--- config.mk ---
export PLATFORM = sky130hd
export DESIGN_NAME = sorted_leaf_table
export DESIGN_NICKNAME = d
export VERILOG_FILES = /design/src/rtl/slt_pkg.sv /design/src/rtl/sorted_leaf_table.sv /design/src/rtl/slt_store.sv /design/src/rtl/slt_ctrl.sv
export SDC_FILE = /design/constraint.sdc
export NUM_CORES = 2
export LEC_CHECK = 0
export BUFFER_PORTS_ARGS = -buffer_cell sky130_fd_sc_hd__buf_2
export CORE_AREA = 3 3 424 426
export DETAILED_ROUTE_END_ITERATION = 7
export DIE_AREA = 0 0 427 429
export GPL_ROUTABILITY_DRIVEN = 0
export PLACE_DENSITY_LB_ADDON = 0.12
export SYNTH_ARGS = -nofsm -noshare
export SYNTH_HDL_FRONTEND = slang
export SYNTH_HIERARCHICAL = 1
export SYNTH_SLANG_ARGS = --single-unit
--- constraint.sdc ---
create_clock -name clk -period 22.5 [get_ports clk]
set_input_delay 3.375 -clock clk [delete_from_list [all_inputs] [get_ports clk]]
set_output_delay 3.375 -clock clk [all_outputs]
set_load 0.05 [all_outputs]
--- src/rtl/slt_pkg.sv ---
`timescale 1ns / 1ps

package slt_pkg;

    localparam int CAPACITY   = 16;
    localparam int ATTRS      = 4;
    localparam int ROW_FIELDS = 4;
    localparam int DATA_W     = 32;
    localparam int OCC_W      = 5;
    localparam int IDX_W      = (CAPACITY > 1) ? $clog2(CAPACITY) : 1;
    localparam int CNT_W      = $clog2(CAPACITY + 1);

    typedef enum logic [1:0] {
        OP_INSERT = 2'd0,
        OP_REMOVE = 2'd1,
        OP_LOOKUP = 2'd2,
        OP_NOP    = 2'd3
    } op_e;

    typedef enum logic [1:0] {
        ST_OK       = 2'd0,
        ST_DUP      = 2'd1,
        ST_FULL     = 2'd2,
        ST_NOTFOUND = 2'd3
    } status_e;

    typedef enum logic [2:0] {
        S_IDLE,
        S_SEARCH,
        S_SHIFT_UP,
        S_SHIFT_DN,
        S_FINISH
    } state_e;

    typedef logic [ATTRS-1:0][DATA_W-1:0]      attrs_t;
    typedef logic [ROW_FIELDS-1:0][DATA_W-1:0] row_t;

    typedef struct packed {
        logic [DATA_W-1:0] key;
        attrs_t            row;
    } entry_t;

    typedef struct packed {
        logic             wr_en;
        logic [IDX_W-1:0] wr_addr;
        entry_t           wr_data;
        logic [IDX_W-1:0] rd_addr;
    } mem_req_t;

    typedef struct packed {
        status_e          status;
        row_t             row;
        logic [CNT_W-1:0] fill;
    } result_t;

endpackage

--- src/rtl/sorted_leaf_table.sv ---
`timescale 1ns / 1ps

// sorted table of up to 16 entries, each a 32-bit key and a row of four 32-bit
// attributes, kept in ascending key order in a single-port-write memory. every
// item (insert, remove, lookup, unused op code) gives exactly one result item
// with a status, the looked-up row (zero otherwise) and the occupancy after the
// operation. an item is handled by a small sequencer around a key less-than
// and a key equality compare: a linear scan reads one entry per cycle until the
// lower-bound position p, then an insert or remove moves one entry per cycle
// through the memory, s entries in all. p + s never exceeds 15 for a change and
// p never exceeds 16 for a scan; the registered memory read sets the
// one-entry-per-cycle pace.
// in_ready is high only while the sequencer is idle; a finished result sits in
// an output register, so the next item can be taken while it waits.

module sorted_leaf_table
    import slt_pkg::*;
(
    input  logic              clk,
    input  logic              rst_n,
    input  logic              in_valid,
    output logic              in_ready,
    input  logic [1:0]        op,
    input  logic [DATA_W-1:0] key,
    input  logic [DATA_W-1:0] value_0,
    input  logic [DATA_W-1:0] value_1,
    input  logic [DATA_W-1:0] value_2,
    input  logic [DATA_W-1:0] value_3,
    output logic              out_valid,
    input  logic              out_ready,
    output logic [1:0]        status,
    output logic [DATA_W-1:0] row_0,
    output logic [DATA_W-1:0] row_1,
    output logic [DATA_W-1:0] row_2,
    output logic [DATA_W-1:0] row_3,
    output logic [OCC_W-1:0]  occupancy
);

    row_t     in_row;
    attrs_t   in_attrs;
    entry_t   rd_data;
    mem_req_t mem_req;
    logic     res_valid;
    result_t  result;
    logic     out_free;

    logic             out_valid_reg;
    status_e          status_reg;
    row_t             row_reg;
    logic [OCC_W-1:0] occ_reg;

    // only the first ATTRS values of an item are stored
    assign in_row = {value_3, value_2, value_1, value_0};

    always_comb
    begin
        in_attrs = '0;
        for (int a = 0; a < ATTRS; a++)
        begin
            in_attrs[a] = in_row[a];
        end
    end

    slt_store u_store (
        .clk     (clk),
        .req     (mem_req),
        .rd_data (rd_data)
    );

    slt_ctrl u_ctrl (
        .clk       (clk),
        .rst_n     (rst_n),
        .in_valid  (in_valid),
        .in_ready  (in_ready),
        .in_op     (op),
        .in_key    (key),
        .in_attrs  (in_attrs),
        .rd_data   (rd_data),
        .mem_req   (mem_req),
        .out_free  (out_free),
        .res_valid (res_valid),
        .result    (result)
    );

    // output register: free when empty or being taken this cycle
    assign out_free = !out_valid_reg || out_ready;

    always_ff @(posedge clk or negedge rst_n)
    begin
        if (!rst_n)
        begin
            out_valid_reg <= 1'b0;
        end
        else if (out_free)
        begin
            out_valid_reg <= res_valid;
        end
    end

    always_ff @(posedge clk)
    begin
        if (out_free && res_valid)
        begin
            status_reg <= result.status;
            row_reg    <= result.row;
            occ_reg    <= OCC_W'(result.fill);
        end
    end

    assign out_valid = out_valid_reg;
    assign status    = status_reg;
    assign row_0     = row_reg[0];
    assign row_1     = row_reg[1];
    assign row_2     = row_reg[2];
    assign row_3     = row_reg[3];
    assign occupancy = occ_reg;

endmodule

--- src/rtl/slt_store.sv ---
`timescale 1ns / 1ps

module slt_store
    import slt_pkg::*;
(
    input  logic     clk,
    input  mem_req_t req,
    output entry_t   rd_data
);

    entry_t mem [CAPACITY];

    always_ff @(posedge clk)
    begin
        if (req.wr_en)
        begin
            mem[req.wr_addr] <= req.wr_data;
        end
        rd_data <= mem[req.rd_addr];
    end

endmodule

--- src/rtl/slt_ctrl.sv ---
`timescale 1ns / 1ps

module slt_ctrl
    import slt_pkg::*;
(
    input  logic              clk,
    input  logic              rst_n,
    input  logic              in_valid,
    output logic              in_ready,
    input  logic [1:0]        in_op,
    input  logic [DATA_W-1:0] in_key,
    input  attrs_t            in_attrs,
    input  entry_t            rd_data,
    output mem_req_t          mem_req,
    input  logic              out_free,
    output logic              res_valid,
    output result_t           result
);

    state_e            state_reg, state_next;
    op_e               op_reg, op_next;
    logic [DATA_W-1:0] key_reg, key_next;
    attrs_t            attrs_reg, attrs_next;
    logic [CNT_W-1:0]  idx_reg, idx_next;
    logic [CNT_W-1:0]  pos_reg, pos_next;
    logic [CNT_W-1:0]  fill_reg, fill_next;
    status_e           status_reg, status_next;
    row_t              row_reg, row_next;

    always_ff @(posedge clk or negedge rst_n)
    begin
        if (!rst_n)
        begin
            state_reg <= S_IDLE;
            fill_reg  <= '0;
        end
        else
        begin
            state_reg <= state_next;
            fill_reg  <= fill_next;
        end
    end

    always_ff @(posedge clk)
    begin
        op_reg     <= op_next;
        key_reg    <= key_next;
        attrs_reg  <= attrs_next;
        idx_reg    <= idx_next;
        pos_reg    <= pos_next;
        status_reg <= status_next;
        row_reg    <= row_next;
    end

    always_comb
    begin
        logic [CNT_W-1:0] idx_inc;
        logic [CNT_W-1:0] idx_inc2;
        logic [CNT_W-1:0] idx_dec2;
        logic [CNT_W-1:0] fill_dec;
        logic             below_fill;
        logic             hit;

        idx_inc    = idx_reg + CNT_W'(1);
        idx_inc2   = idx_reg + CNT_W'(2);
        idx_dec2   = idx_reg - CNT_W'(2);
        fill_dec   = fill_reg - CNT_W'(1);
        below_fill = (idx_reg < fill_reg);
        hit        = below_fill && (rd_data.key == key_reg);

        state_next  = state_reg;
        op_next     = op_reg;
        key_next    = key_reg;
        attrs_next  = attrs_reg;
        idx_next    = idx_reg;
        pos_next    = pos_reg;
        fill_next   = fill_reg;
        status_next = status_reg;
        row_next    = row_reg;

        mem_req.wr_en   = 1'b0;
        mem_req.wr_addr = idx_reg[IDX_W-1:0];
        mem_req.wr_data = '{key: key_reg, row: attrs_reg};
        mem_req.rd_addr = idx_reg[IDX_W-1:0];

        in_ready  = 1'b0;
        res_valid = 1'b0;

        case (state_reg)
            S_IDLE:
            begin
                in_ready = 1'b1;
                if (in_valid)
                begin
                    op_next     = op_e'(in_op);
                    key_next    = in_key;
                    attrs_next  = in_attrs;
                    status_next = ST_OK;
                    row_next    = '0;
                    idx_next    = '0;
                    mem_req.rd_addr = '0;
                    if (op_e'(in_op) == OP_NOP)
                    begin
                        state_next = S_FINISH;
                    end
                    else
                    begin
                        state_next = S_SEARCH;
                    end
                end
            end

            // linear lower-bound scan, one entry per cycle
            S_SEARCH:
            begin
                if (below_fill && (rd_data.key < key_reg))
                begin
                    idx_next        = idx_inc;
                    mem_req.rd_addr = idx_inc[IDX_W-1:0];
                end
                else
                begin
                    pos_next = idx_reg;
                    case (op_reg)
                        OP_INSERT:
                        begin
                            if (hit)
                            begin
                                status_next = ST_DUP;
                                state_next  = S_FINISH;
                            end
                            else if (fill_reg == CNT_W'(CAPACITY))
                            begin
                                status_next = ST_FULL;
                                state_next  = S_FINISH;
                            end
                            else
                            begin
                                idx_next        = fill_reg;
                                mem_req.rd_addr = fill_dec[IDX_W-1:0];
                                state_next      = S_SHIFT_UP;
                            end
                        end
                        OP_REMOVE:
                        begin
                            if (!hit)
                            begin
                                status_next = ST_NOTFOUND;
                                state_next  = S_FINISH;
                            end
                            else
                            begin
                                mem_req.rd_addr = idx_inc[IDX_W-1:0];
                                state_next      = S_SHIFT_DN;
                            end
                        end
                        OP_LOOKUP:
                        begin
                            if (!hit)
                            begin
                                status_next = ST_NOTFOUND;
                            end
                            else
                            begin
                                for (int a = 0; a < ATTRS; a++)
                                begin
                                    row_next[a] = rd_data.row[a];
                                end
                            end
                            state_next = S_FINISH;
                        end
                        default:
                        begin
                            state_next = S_FINISH;
                        end
                    endcase
                end
            end

            // move entries up from the top, then drop the new one in at pos
            S_SHIFT_UP:
            begin
                mem_req.wr_en = 1'b1;
                if (idx_reg == pos_reg)
                begin
                    fill_next  = fill_reg + CNT_W'(1);
                    state_next = S_FINISH;
                end
                else
                begin
                    mem_req.wr_data = rd_data;
                    idx_next        = idx_reg - CNT_W'(1);
                    mem_req.rd_addr = idx_dec2[IDX_W-1:0];
                end
            end

            // close the gap left by the removed entry
            S_SHIFT_DN:
            begin
                if (idx_inc >= fill_reg)
                begin
                    fill_next  = fill_dec;
                    state_next = S_FINISH;
                end
                else
                begin
                    mem_req.wr_en   = 1'b1;
                    mem_req.wr_data = rd_data;
                    idx_next        = idx_inc;
                    mem_req.rd_addr = idx_inc2[IDX_W-1:0];
                end
            end

            S_FINISH:
            begin
                res_valid = 1'b1;
                if (out_free)
                begin
                    state_next = S_IDLE;
                end
            end

            default:
            begin
                state_next = S_IDLE;
            end
        endcase
    end

    assign result = '{status: status_reg, row: row_reg, fill: fill_reg};

endmodule

# Word-level counts from Yosys, hierarchy flattened
# Memories as Yosys holds them, arrays and structs flattened. A register that Yosys moved wholly into a read port is not among the register bits.
# Cells that the tools add are included.
[classes]
addsub = 6
n_lt_le_gt_ge = 3
n_eq_ne = 25
mux = 50
bitwise_logic = 1
n_reduce_logical = 18
[op_table]
columns = ["op", "count"]
rows = [
  ["128-bit two-way mux", 4],
  ["164-bit two-way mux", 2],
  ["160-bit case mux with 2 select lines", 1],
  ["128-bit case mux with 2 select lines", 1],
  ["5-bit two-way mux", 9],
  ["32-bit equality test", 1],
  ["32-bit less-than comparator", 1],
  ["3-bit two-way mux", 9],
  ["4-bit two-way mux", 5],
  ["5-bit case mux with 4 select lines", 1],
  ["4-bit case mux with 4 select lines", 1],
  ["3-bit case mux with 5 select lines", 1],
  ["2-bit != test, second input constant", 6],
  ["5-bit by 1-bit adder with 5-bit output, second input constant", 2],
  ["2-bit two-way mux", 5],
  ["5-bit case mux with 2 select lines", 1],
  ["5-bit AND reduction", 2],
  ["5-bit by 1-bit subtractor with 5-bit output, second input constant", 2],
  ["3-bit != test, second input constant", 3],
  ["2-bit case mux with 2 select lines", 2],
  ["4-bit case mux with 2 select lines", 1],
  ["7-bit AND reduction", 1],
  ["3-bit by 2-bit equality test with 1-bit output, second input constant", 2],
  ["2-bit by 1-bit != test with 1-bit output, second input constant", 3],
  ["other kinds (27)", 37],
]
[word_totals]
reg_bits = 446
ram_bits = 2560
input_bits = 166
output_inout_bits = 137
wordCells = 126
memories = 1
[memory_table]
columns = ["name", "words", "word_bits", "rd", "rd_ports_with_merged_regs", "wr", "line_no", "source"]
rows = [
  ["u_store.mem", 16, 160, 1, 1, 1, "slt_store.sv:11", "entry_t mem [CAPACITY];"],
]

# Depth between registers and ports, before layout
[depth]
word_depth = 6
mapped_depth = 19

# Modules after synthesis
# Netlist, hierarchy kept.
[modules_own_cells]
columns = ["module", "instances", "cells_per_inst", "area_per_inst_um2", "seq_area_each_um2"]
rows = [
  ["slt_store", 1, 4191, 99300.2, 80076.8],
  ["slt_ctrl", 1, 1269, 14310.0, 9268.9],
  ["sorted_leaf_table", 1, 139, 4107.7, 4078.9],
]

# Worst setup path after synthesis
# Ideal clock, no wire load.
[synth_path]
path_type = "register -> register"
start = "register u_ctrl.idx_reg[1]"
end = "memory u_store/mem[0][0] in the netlist's numbering (enable)"
arrival_ps = 13295
required_ps = 21624
path_slack_ps = 8329
path_stages_with_launch = 11
period_less_slack_ps = 14171
path_cell_list = "edfxtp_1 -> ha_1 -> xor2_1 -> ha_1 -> a21o_1 -> a31oi_1 -> o21a_1 -> inv_1 -> a21oi_1 -> or3b_2 -> nor3_1"
[synth_rtl]
columns = ["element", "line_no", "source"]
rows = [
  ["from (decl)", "slt_ctrl.sv:24", "logic [CNT_W-1:0] idx_reg, idx_next;"],
  ["from (signal assigned)", "slt_ctrl.sv:49", "idx_reg <= idx_next;"],
  ["to (decl)", "slt_store.sv:11", ""],
]

==> flow_summary.ini <==
[outcome]
status = finished, final reports clean

[synth]
synthSimpleGateAreaFrac_pct = 3.30
synth_xor_area_share_pct = 0.134
synthMuxAreaShare_pct = 12.5
synthTopCellsByArea = edfxtp_1, mux4_2, dfxtp_1, nand2_1, a22oi_1
synth_top_area_share_pct = 76.5
synth-edff-count = 2997
ys_warn_count = 6
yosys_register_bits = 3166
synthAdderAreaFrac_pct = 0.563
synthArstFlopShare_pct = 0.284
syn-num-nets = 5818
synth.largest_area_cell = edfxtp_1
syn-cell-area_mm2 = 0.118
synth_top_flop_cell = edfxtp_1
synth_top_family_by_area = multiplexers
ys_types = 72
ys_seq_area_share_pct = 79.4
avgSynthCellArea_um2 = 21.0
synth_compound_area_share_pct = 2.76
syn_inst = 5599

[worst_setup_path]
arrival_ns = 9.22
cp_max_fo = 50
cp-end-kind = register
crit_required_ns = 23.29
r2r_cells = 15
r2r_slack_ns = 14.51
rr_startpoint = u_ctrl/idx_reg[1]
worstSetupStartpointType = input port
criticalPathCategory = in -> reg
reg2reg_to = u_store/rd_data[72]

[placed_design]
post-dp-hpwl_mm = 139
port_buffers = 302
dpl-instance-area_mm2 = 0.122

[pwr]
p_int_mw = 13.4
power_density_mw_per_mm2 = 151
clockPowerShare_pct = 25.2
p_total_mw = 20.0
switchingPower_mw = 6.64
pwr-share-seq_pct = 40.5
pwr-share-comb_pct = 34.3
p_sw_share_pct = 33.2
p_leak_nw = 43.4
ir_worst_vdd_uv = 183

[timing]
relSlewSlack_pct = 10.7
clock_skew_ns = 0.0504
drv_slew = 0
worstMarginPinSlew_ns = 1.34
fin_crit_ns = 8.44
timing.fmax_ghz = 0.119
hold_viol = 0
fin_crit_sh_pct = 37.5
rsz0062_at_grt = no
timing.setup.tns_ns = 0
setup_viol = 0

[global_routing]
grt_pass1_wl_mm = 410
grt_use_total_pct = 31.2
grt_pass1_vias = 59300
grt_max_degree = 116
overflow = 0
antenna_found_initial = 6

[cts]
cts.sink_count = 3166
cts_made_buffers = 318
cts-root-buf = clkbuf_16
cts_setup_buffers = 0
clockBufferDepth = 4
clkLatencyLatePin_ns = 0.94
cts_max_level = 5
cts_tree = done
path_clk_slew_ns = 0.06
cts_resized = 0
holdBufCountCts = 0

[final_layout]
final_util_pct = 75.0
nNetsFinal = 6282
area_growth_pct = 12.2
final_layout_size_suffix_gt1_share_pct = 25.4
top_regs = u_store/mem: 2560 flops, u_store/rd_data: 160 flops
fillCellCount = 9422
final_cell_mix = edfxtp_1, mux4_2, nand2_1, clkbuf_16, buf_2
multi_input_area_mm2 = 0.0229
final_common_cell = edfxtp_1
fin_area_mm2 = 0.132
seq_area_mm2 = 0.0934
regMostFlops = u_store/mem
largest_register_ffs = 2560

[hold_path]
hold_start = u_ctrl/result[60]
hold-path-endpoint = row_1[23]
min_delay_path_depth = 0
hp-class = reg -> reg

[run]
cap_viol_max_count = 0

[floorplanning]
initial_utilization_pct = 66.8
coreArea_mm2 = 0.176
num_rows = 154
die_area_mm2 = 0.183
ioPinCount = 303
die_w_um = 427
die_height_um = 429

[routing]
drt_iter0_drc = 7287
vias_per_cell = 6.78
drt-total-wl_mm = 281
vias = 58600
drtPass1Iterations = 6
route.detailed.drc = 0
postRouteAntennaNets = 0
drt-wirelength-per-cell_um = 32.5
## synth_stat cells, types with 4 or more instances
library cell	n
buf_2	113
o21ai_0	60
nor2_1	35
nand2b_1	28
inv_1	49
buf_1	17
o22a_1	9
nand3_1	9
mux2i_1	38
a22oi_1	266
and3_1	129
buf_4	32
nor3_1	11
o221ai_1	29
nand4_1	8
edfxtp_1	2997
and2_1	6
dfrtp_1	9
a221oi_1	18
mux4_2	595
xnor2_1	13
ha_1	53
xor2_1	5
clkbuf_1	137
mux2_2	83
a21oi_1	23
nand2_1	555
nor2b_1	38
nor4_1	4
dfxtp_1	160
## power by group through the flow
stage               clock network (mW)  logic, mW  registers, mW
detailed placement                   0       6.81           8.22
finish                            5.04       6.86           8.10
CTS                               5.10       6.88           8.11
floorplan                            0       4.67           8.35
global placement                     0       6.68           8.21
global route                      5.33       7.33           8.15
## critical path, cell delays in order
cell and delay [ns]:
buf_2 0.14, nor4_1 0.34, or4_1 0.17, a211o_1 0.13, o311a_4 0.88, buf_4 0.87
buf_4 0.83, buf_4 0.77, buf_4 0.65, mux4_2 0.59, a22oi_1 0.20, nand2_1 0.08
## metrics by stage
step	std cells	setup WS (ns)	hold WS [ns]
2_1_floorplan	5599	8.33	0.400
3_3_place_gp	8083	13.08	0.401
3_5_place_dp	8083	12.95	0.405
4_1_cts	8644	13.90	0.415
5_1_grt	8644	13.35	0.417
6_report	8646	14.06	0.417
## layout make-up
class,count,share of cell area (%)
tap,2340,2.22
timing repair buffer,446,2.07
sequential,3166,70.7
clock buffer,444,6.74
antenna,2,0.00379
inverter,49,0.139
clock inverter,117,0.745
multi-input combinational,2082,17.3
## metal layers
layer / track usage (%) / share of wire (%) / up-vias / wire (um)
li1: - / - / 23800 / -
met1: 45.5 / 37 / 30600 / 105000
met2: 49.3 / 49 / 3561 / 138000
met3: 4.93 / 9.8 / 621 / 27400
met4: 11.2 / 3.7 / 0 / 10500
met5: 0 / 0 / - / 0
## logic make-up (layout without fill, tap and decap cells)
group                    Yosys count  count (layout)
flip-flops                      3166            3166
AND/OR/NAND/NOR                  848             848
multiplexers                     717             717
AO/OA/AOI/OAI                    446             446
buffers and inverters            351            1056
adder cells (fa/ha/maj)           53              53
XOR/XNOR                          18              18
other                              0               2
## worst max-delay path by stage
| stage | cells after the start | slack [ns] | start | to |
|---|---|---|---|---|
| after floorplan | 10 | 8.33 | u_ctrl/idx_reg[1] | u_store/mem[0][0] |
| after global placement | 12 | 13.08 | in_valid | u_store/rd_data[69] |
| after global routing | 12 | 13.35 | in_valid | u_store/rd_data[59] |
| final | 12 | 14.06 | in_valid | u_store/rd_data[72] |
| after CTS | 12 | 13.90 | in_valid | u_store/rd_data[59] |
| after detailed placement | 12 | 12.95 | in_valid | u_store/rd_data[59] |
No activity file was read; power rests on OpenSTA's default activity.
